[src/iee_pkg.sv]
`default_nettype none

package iee_pkg;

  localparam int SPINS      = 8;
  localparam int FIELD_BITS = 8;

  localparam int STATE_W   = 8;
  localparam int ENERGY_W  = 12;
  localparam int EDGE_BITS = 28;
  localparam int FIELD_REG_W = 64;
  localparam int CFG_DATA_W  = 64;
  localparam int CFG_IDX_W   = 1;

  localparam int EDGE_USED  = SPINS * (SPINS - 1) / 2;
  localparam int EDGE_CNT_W = $clog2(EDGE_USED + 1);
  localparam int FTERM_W    = FIELD_BITS + 1;
  localparam int PAIR_W     = FTERM_W + 1;
  localparam int NPAIRS     = (SPINS + 1) / 2;

  // edge unit is 16 in Q4.4, agreement counted twice: 32*agree - 16*present
  localparam int EDGE_SHIFT = 4;

  localparam logic [CFG_IDX_W-1:0] REG_EDGE_MASK     = 1'b0;
  localparam logic [CFG_IDX_W-1:0] REG_FIELD_WEIGHTS = 1'b1;

  localparam int ENERGY_LIMIT = 1472;

  typedef logic        [STATE_W-1:0]  state_t;
  typedef logic signed [ENERGY_W-1:0] energy_t;
  typedef logic signed [FTERM_W-1:0]  fterm_t;
  typedef logic signed [PAIR_W-1:0]   fpair_t;
  typedef logic        [EDGE_CNT_W-1:0] ecnt_t;

endpackage

`default_nettype wire

[src/iee_in_if.sv]
`default_nettype none

interface iee_in_if;
  import iee_pkg::*;

  logic   valid;
  logic   ready;
  state_t state_index;

  modport source (output valid, output state_index, input ready);
  modport sink   (input valid, input state_index, output ready);
endinterface

`default_nettype wire

[src/iee_out_if.sv]
`default_nettype none

interface iee_out_if;
  import iee_pkg::*;

  logic    valid;
  logic    ready;
  energy_t energy;

  modport source (output valid, output energy, input ready);
  modport sink   (input valid, input energy, output ready);
endinterface

`default_nettype wire

[src/ising_energy_evaluator_top.sv]
// Ising energy evaluator.
// in_ch carries one beat per basis state (state_index, bit j = spin j is +1).
// out_ch returns one beat per state: energy, signed Q8.4, 12 bits.
// Configuration: cfg_we with cfg_index 0 writes edge_mask (low 28 bits kept),
// index 1 writes field_weights. Write only while no beat is in flight.
// Pipeline: an input beat passes through the field pair sums and edge
// agreement, then the total field sum and agreement count, then the output
// register combining both.
// Throughput: one beat per cycle while out_ch.ready is high; each stage loads
// whenever it is empty or the stage after it moves, so bubbles close up.
// Stall: when out_ch.ready is low the output register holds its beat; the
// earlier stages keep filling until full, then in_ch.ready drops. Nothing is
// lost or repeated.
// Reset (rst_n low, synchronous): pipeline emptied, config registers and edge count cleared.
`default_nettype none

module ising_energy_evaluator_top (
  input  wire                            clk,
  input  wire                            rst_n,
  iee_in_if.sink                         in_ch,
  iee_out_if.source                      out_ch,
  input  wire                            cfg_we,
  input  wire [iee_pkg::CFG_IDX_W-1:0]   cfg_index,
  input  wire [iee_pkg::CFG_DATA_W-1:0]  cfg_wdata
);
  import iee_pkg::*;

  logic [EDGE_BITS-1:0]   edge_mask_r;
  logic [FIELD_REG_W-1:0] field_weights_r;
  ecnt_t                  edge_cnt_r;
  ecnt_t                  edge_cnt_nxt;

  logic                   s1_v_r, s2_v_r, s3_v_r;
  fpair_t                 s1_fpair_r [NPAIRS];
  fpair_t                 s1_fpair_nxt [NPAIRS];
  logic [EDGE_USED-1:0]   s1_agree_r, s1_agree_nxt;
  energy_t                s2_fsum_r, s2_fsum_nxt;
  ecnt_t                  s2_acnt_r, s2_acnt_nxt;
  energy_t                s3_energy_r, s3_energy_nxt;

  logic                   rdy1, rdy2, rdy3;

  // config
  always_ff @(posedge clk) begin
    if (!rst_n) begin
      edge_mask_r     <= '0;
      field_weights_r <= '0;
      edge_cnt_r      <= '0;
    end else begin
      edge_cnt_r <= edge_cnt_nxt;
      if (cfg_we) begin
        case (cfg_index)
          REG_EDGE_MASK:     edge_mask_r     <= cfg_wdata[EDGE_BITS-1:0];
          REG_FIELD_WEIGHTS: field_weights_r <= cfg_wdata[FIELD_REG_W-1:0];
          default: ;
        endcase
      end
    end
  end

  always_comb begin
    edge_cnt_nxt = '0;
    for (int i = 0; i < EDGE_USED; i++) begin
      edge_cnt_nxt = edge_cnt_nxt + ecnt_t'(edge_mask_r[i]);
    end
  end

  // handshake chain
  assign rdy3        = !s3_v_r || out_ch.ready;
  assign rdy2        = !s2_v_r || rdy3;
  assign rdy1        = !s1_v_r || rdy2;
  assign in_ch.ready = rdy1;

  // stage 1: signed field terms summed in pairs, edge agreement bits
  always_comb begin
    fterm_t                  term [SPINS];
    logic signed [FIELD_BITS-1:0] f;
    for (int j = 0; j < SPINS; j++) begin
      f       = field_weights_r[8*j +: FIELD_BITS];
      term[j] = in_ch.state_index[j] ? -fterm_t'(f) : fterm_t'(f);
    end
    for (int p = 0; p < NPAIRS; p++) begin
      if (2*p + 1 < SPINS) begin
        s1_fpair_nxt[p] = fpair_t'(term[2*p]) + fpair_t'(term[2*p+1]);
      end else begin
        s1_fpair_nxt[p] = fpair_t'(term[2*p]);
      end
    end
    s1_agree_nxt = '0;
    for (int j = 1; j < SPINS; j++) begin
      for (int k = 0; k < j; k++) begin
        s1_agree_nxt[j*(j-1)/2 + k] = edge_mask_r[j*(j-1)/2 + k]
            & ~(in_ch.state_index[j] ^ in_ch.state_index[k]);
      end
    end
  end

  // stage 2: field total, agreement count
  always_comb begin
    s2_fsum_nxt = '0;
    for (int p = 0; p < NPAIRS; p++) begin
      s2_fsum_nxt = s2_fsum_nxt + energy_t'(s1_fpair_r[p]);
    end
    s2_acnt_nxt = '0;
    for (int i = 0; i < EDGE_USED; i++) begin
      s2_acnt_nxt = s2_acnt_nxt + ecnt_t'(s1_agree_r[i]);
    end
  end

  // stage 3: energy = fields + 16*(agree - disagree)
  always_comb begin
    energy_t agree_t, present_t;
    agree_t       = energy_t'(s2_acnt_r) <<< (EDGE_SHIFT + 1);
    present_t     = energy_t'(edge_cnt_r) <<< EDGE_SHIFT;
    s3_energy_nxt = s2_fsum_r + agree_t - present_t;
  end

  always_ff @(posedge clk) begin
    if (!rst_n) begin
      s1_v_r <= 1'b0;
      s2_v_r <= 1'b0;
      s3_v_r <= 1'b0;
    end else begin
      if (rdy1) s1_v_r <= in_ch.valid;
      if (rdy2) s2_v_r <= s1_v_r;
      if (rdy3) s3_v_r <= s2_v_r;
    end
  end

  always_ff @(posedge clk) begin
    if (rdy1) begin
      s1_fpair_r <= s1_fpair_nxt;
      s1_agree_r <= s1_agree_nxt;
    end
    if (rdy2) begin
      s2_fsum_r <= s2_fsum_nxt;
      s2_acnt_r <= s2_acnt_nxt;
    end
    if (rdy3) begin
      s3_energy_r <= s3_energy_nxt;
    end
  end

  assign out_ch.valid  = s3_v_r;
  assign out_ch.energy = s3_energy_r;

  a_accept_fills_s1: assert property (@(posedge clk) disable iff (!rst_n)
    (in_ch.valid && in_ch.ready) |=> s1_v_r)
    else $error("accepted beat missing from stage 1");

  a_s2_moves_out: assert property (@(posedge clk) disable iff (!rst_n)
    (s2_v_r && rdy3) |=> s3_v_r)
    else $error("stage 2 beat lost on advance");

  a_agree_bounded: assert property (@(posedge clk) disable iff (!rst_n)
    s2_v_r |-> (s2_acnt_r <= edge_cnt_r))
    else $error("agreement count exceeds edge count");

  a_energy_range: assert property (@(posedge clk) disable iff (!rst_n)
    s3_v_r |-> (s3_energy_r >= -energy_t'(ENERGY_LIMIT)
             && s3_energy_r <= energy_t'(ENERGY_LIMIT)))
    else $error("energy out of range");

endmodule

`default_nettype wire
[src/flat_wrapper.sv]
// flat-port wrapper written by rule: the top's interface ports become plain ports
module ising_energy_evaluator_top_flat import iee_pkg::*;
  (clk, rst_n, cfg_we, cfg_index, cfg_wdata, in_ch_valid, in_ch_state_index, in_ch_ready, out_ch_valid, out_ch_energy, out_ch_ready);
  iee_in_if in_ch_i ();
  iee_out_if out_ch_i ();
  input  wire clk;
  input  wire rst_n;
  input  wire cfg_we;
  input  wire [iee_pkg::CFG_IDX_W-1:0] cfg_index;
  input  wire [iee_pkg::CFG_DATA_W-1:0] cfg_wdata;
  input wire logic [$bits(in_ch_i.valid)-1:0] in_ch_valid;
  input wire logic [$bits(in_ch_i.state_index)-1:0] in_ch_state_index;
  output wire logic [$bits(in_ch_i.ready)-1:0] in_ch_ready;
  output wire logic [$bits(out_ch_i.valid)-1:0] out_ch_valid;
  output wire logic [$bits(out_ch_i.energy)-1:0] out_ch_energy;
  input wire logic [$bits(out_ch_i.ready)-1:0] out_ch_ready;
  assign in_ch_i.valid = in_ch_valid;
  assign in_ch_i.state_index = in_ch_state_index;
  assign in_ch_ready = in_ch_i.ready;
  assign out_ch_valid = out_ch_i.valid;
  assign out_ch_energy = out_ch_i.energy;
  assign out_ch_i.ready = out_ch_ready;
  ising_energy_evaluator_top u_core (.clk(clk), .rst_n(rst_n), .in_ch(in_ch_i), .out_ch(out_ch_i), .cfg_we(cfg_we), .cfg_index(cfg_index), .cfg_wdata(cfg_wdata));
endmodule
[config.mk]
export PLATFORM = sky130hd
export DESIGN_NAME = ising_energy_evaluator_top_flat
export DESIGN_NICKNAME = d
export VERILOG_FILES = /design/src/iee_pkg.sv /design/src/iee_in_if.sv /design/src/iee_out_if.sv /design/src/ising_energy_evaluator_top.sv /design/src/flat_wrapper.sv
export SDC_FILE = /design/constraint.sdc
export NUM_CORES = 1
export LEC_CHECK = 0
export BUFFER_PORTS_ARGS = -buffer_cell sky130_fd_sc_hd__buf_2
export CAP_MARGIN = 20
export CORE_MARGIN = 8
export CORE_UTILIZATION = 30
export CTS_CLUSTER_SIZE = 10
export DETAILED_ROUTE_END_ITERATION = 7
export PLACE_DENSITY = 0.55
export SYNTH_ARGS = -nofsm -noshare
export SYNTH_HDL_FRONTEND = slang
export SYNTH_SLANG_ARGS = --single-unit
[constraint.sdc]
create_clock -name clk -period 7.4 [get_ports clk]
set_input_delay 1.11 -clock clk [delete_from_list [all_inputs] [get_ports clk]]
set_output_delay 1.11 -clock clk [all_outputs]
set_load 0.01 [all_outputs]
==> results.py <==
metrics = {
    "synthesis": {
        "yosysWarnings": 0,
        "synth-seq-cells": 197,
        "ys_top_cells_by_count": "nand2_1 (240), inv_1 (149), xnor2_1 (101)",
        "synthDistinctLibCells": 46,
        "avgSynthCellArea_um2": 9.65,
        "synth_edf_count": 97,
        "yosysSeqAreaShare": 0.393,
        "synthCells": 1297,
        "synth_top_area_cell": "edfxtp_1",
        "synthArstFlopShare": 0,
        "synth-main-ff-cell": "dfxtp_1",
        "syn_nets": 1529,
        "synth_most_common_cell": "nand2_1",
        "synthTopCellsByArea": "edfxtp_1 (23%), dfxtp_1 (16%), fa_1 (11%)",
        "synth_area_um2": 12500,
        "netlist.area_leader.share": 0.233,
    },
    "grt": {
        "antenna_found_initial": 2,
        "grtUsageTotal": 0.122,
        "grt_use_met3": 0.0253,
        "grt_max_degree": 101,
        "grt_pass1_wl_mm": 46.0,
        "grt_pass1_vias": 8823,
        "grt_use_met2": 0.202,
        "use_met1": 0.155,
        "gr-total-overflow": 0,
        "busiest_layer": "met2",
    },
    "drt": {
        "wl_per_cell_um": 14.9,
        "drt_pass1_iterations": 5,
        "viasPerCell": 4.53,
        "num_vias": 8690,
        "antenna_left": 0,
        "drt_iter0_markers": 380,
        "drc": 0,
        "finalWirelength_mm": 28.7,
    },
    "critical_path": {
        "reg2reg_from": "u_core.edge_mask_r[0]",
        "cp_max_fo": 3,
        "cp_top_family": "adder cells",
        "worstPathCellList": "ha_1, inv_1, fa_1, fa_1, fa_1, fa_1, fa_1, fa_1, fa_1, fa_1, inv_1, a21o_1, a21oi_1, xnor2_1, and2_1",
        "ff2ff_path_depth": 15,
        "startpoint_type": "register",
        "cp_num_buf_inv": 2,
        "crit_top_cell": "fa_1",
        "critical_path_class": "reg2reg",
        "slowest_stage": "fa_1",
        "endpoint_kind": "register",
        "reg2reg_to": "u_core.edge_cnt_r[4]",
        "r2r_setup_slack_ps": 2300,
        "cpPeakStageDelay_ps": 580,
        "worst_ep_arrival_time_ps": 5450,
        "worst-endpoint-required_ps": 7750,
    },
    "final_layout": {
        "layout-drive-gt1-share": 0.101,
        "diodes": 0,
        "synthToLayoutAreaGrowth_pct": 12.9,
        "final_nets": 1598,
        "utilization": 0.340,
    },
    "clock_network": {
        "clk_pin_slew_ps": 70,
        "numClockSinks": 197,
        "clock_latency_ps": 460,
        "ctsResizeCount": 0,
        "cts_buffer_depth": 2,
        "cts_hold_buf": 0,
        "cts_tree": "yes",
        "root_buffer": "clkbuf_16",
        "htreeDepth": 4,
        "cts-buffers-inserted": 17,
        "postCtsSetupBuffers": 0,
    },
    "hold_path": {
        "hold_end": "u_core.out_ch.energy[0]",
        "hold_depth": 0,
        "worstHoldStart": "u_core.s2_fsum_r[0]",
        "hp-class": "reg2reg",
    },
    "run": {
        "cap_violations": 0,
    },
    "sta": {
        "setup_violations": 0,
        "slew_headroom": 0.413,
        "worst_pin_slew_ps": 880,
        "slew_violations": 0,
        "tns_ps": 0,
        "clock.fmax_mhz": 196,
        "period_share": 0.689,
        "hold_viol_final": 0,
        "rsz0062_at_grt": "false",
        "fin_crit_ps": 5100,
        "skew_ps": 14.1,
        "hold_ws_ps": 426,
    },
    "place": {
        "finalWeightedCongestion": 0.832,
        "place_hpwl_mm": 22.5,
        "portBuffers": 91,
    },
    "floorplanning": {
        "die_w_um": 220,
        "initial_core_util": 0.301,
        "fp.dieH_um": 220,
        "die_area_um2": 48500,
        "fp.coreArea_um2": 41600,
        "rows": 75,
        "ioPinCount": 92,
    },
    "pwr": {
        "ir_drop_v": 0.000215,
        "p_leak_nw": 5.99,
        "cellPowerDensity_nw_per_um2": 334,
    },
    "run_status": {
        "status": "completed",
    },
}
cell usage in the layout, fill, tap and decap left out, types with 4 or more instances in the layout:
| cell type | n |
|---|---|
| a211oi_1 | 4 |
| a21boi_0 | 24 |
| a21boi_1 | 70 |
| a21o_1 | 12 |
| a21oi_1 | 33 |
| a31oi_1 | 5 |
| and2_1 | 13 |
| and3_1 | 6 |
| buf_2 | 91 |
| buf_4 | 5 |
| clkbuf_16 | 17 |
| dfxtp_1 | 100 |
| edfxtp_1 | 97 |
| fa_1 | 69 |
| ha_1 | 85 |
| inv_1 | 149 |
| inv_6 | 4 |
| nand2_1 | 239 |
| nand2b_1 | 15 |
| nand3_1 | 11 |
| nor2_1 | 56 |
| nor2b_1 | 12 |
| nor3_1 | 10 |
| o2111ai_1 | 5 |
| o211ai_1 | 12 |
| o21a_1 | 6 |
| o21ai_0 | 25 |
| o21ai_1 | 11 |
| o21bai_1 | 5 |
| o31ai_1 | 12 |
| or3_1 | 9 |
| xnor2_1 | 101 |
| xor2_1 | 27 |
metrics by stage:
step                cell area [um^2]  power (mW)  worst slack, ps  instances
CTS                            14100        4.78             2280       1917
finish                         14100        4.71             2300       1918
global placement               13500        3.79             2390       1885
global route                   14100        5.09             2120       1918
detailed placement             13500        3.82             2300       1885
floorplan                      12500        3.29             2580       1297
routing by layer:
| layer | wire (um) | vias up |
|---|---|---|
| met1 | 13600 | 4139 |
| met5 | 23 | - |
| li1 | - | 4415 |
| met4 | 654 | 4 |
| met3 | 971 | 38 |
| met2 | 13400 | 94 |
sequential cells by signal, summed over array words and instances, names as in the netlist, 5 cells and up:
| name | flops |
|---|---|
| u_core.field_weights_r | 64 |
| u_core.s1_fpair_r | 40 |
| u_core.edge_mask_r | 28 |
| u_core.s1_agree_r | 28 |
| u_core.out_ch.energy | 12 |
| u_core.s2_fsum_r | 12 |
| u_core.edge_cnt_r | 5 |
| u_core.s2_acnt_r | 5 |
cell families (layout without fill, tap and decap cells):
group / after synthesis / in the layout / share of synthesized area
buf+inv: 196 / 278 / 0.0593
simple gates: 381 / 381 / 0.129
fa+ha+maj: 154 / 154 / 0.195
xor+xnor: 128 / 128 / 0.0896
flops: 197 / 197 / 0.393
compound gates: 240 / 240 / 0.133
mux: 1 / 1 / 0.000800
worst max-delay path by stage:
stage	start	endpoint	slack, ps	cells after the start
5_1_grt	u_core.edge_mask_r[0]	u_core.edge_cnt_r[4]	2120	15
2_1_floorplan	u_core.edge_mask_r[0]	u_core.edge_cnt_r[4]	2580	15
3_5_place_dp	u_core.edge_mask_r[0]	u_core.edge_cnt_r[4]	2300	15
3_3_place_gp	u_core.edge_mask_r[0]	u_core.edge_cnt_r[4]	2390	15
6_report	u_core.edge_mask_r[0]	u_core.edge_cnt_r[4]	2300	15
4_1_cts	u_core.edge_mask_r[0]	u_core.edge_cnt_r[4]	2280	15
area by class of cell:
cell class,instances,area [um^2]
Clock buffer,18,439
Clock inverter,14,143
Multi-Input combinational cell,904,6870
Timing Repair Buffer,97,520
Tap cell,539,674
Fill cell,4266,27400
Sequential cell,197,4910
Inverter,149,559
where the power goes:
| part | total (mW) | switching, mW | internal [mW] |
|---|---|---|---|
| clock | 0.929 | 0.447 | 0.482 |
| sequential | 1.57 | 0.0999 | 1.47 |
| combinational | 2.22 | 1.19 | 1.02 |
Power figures use the tool's default switching activity.
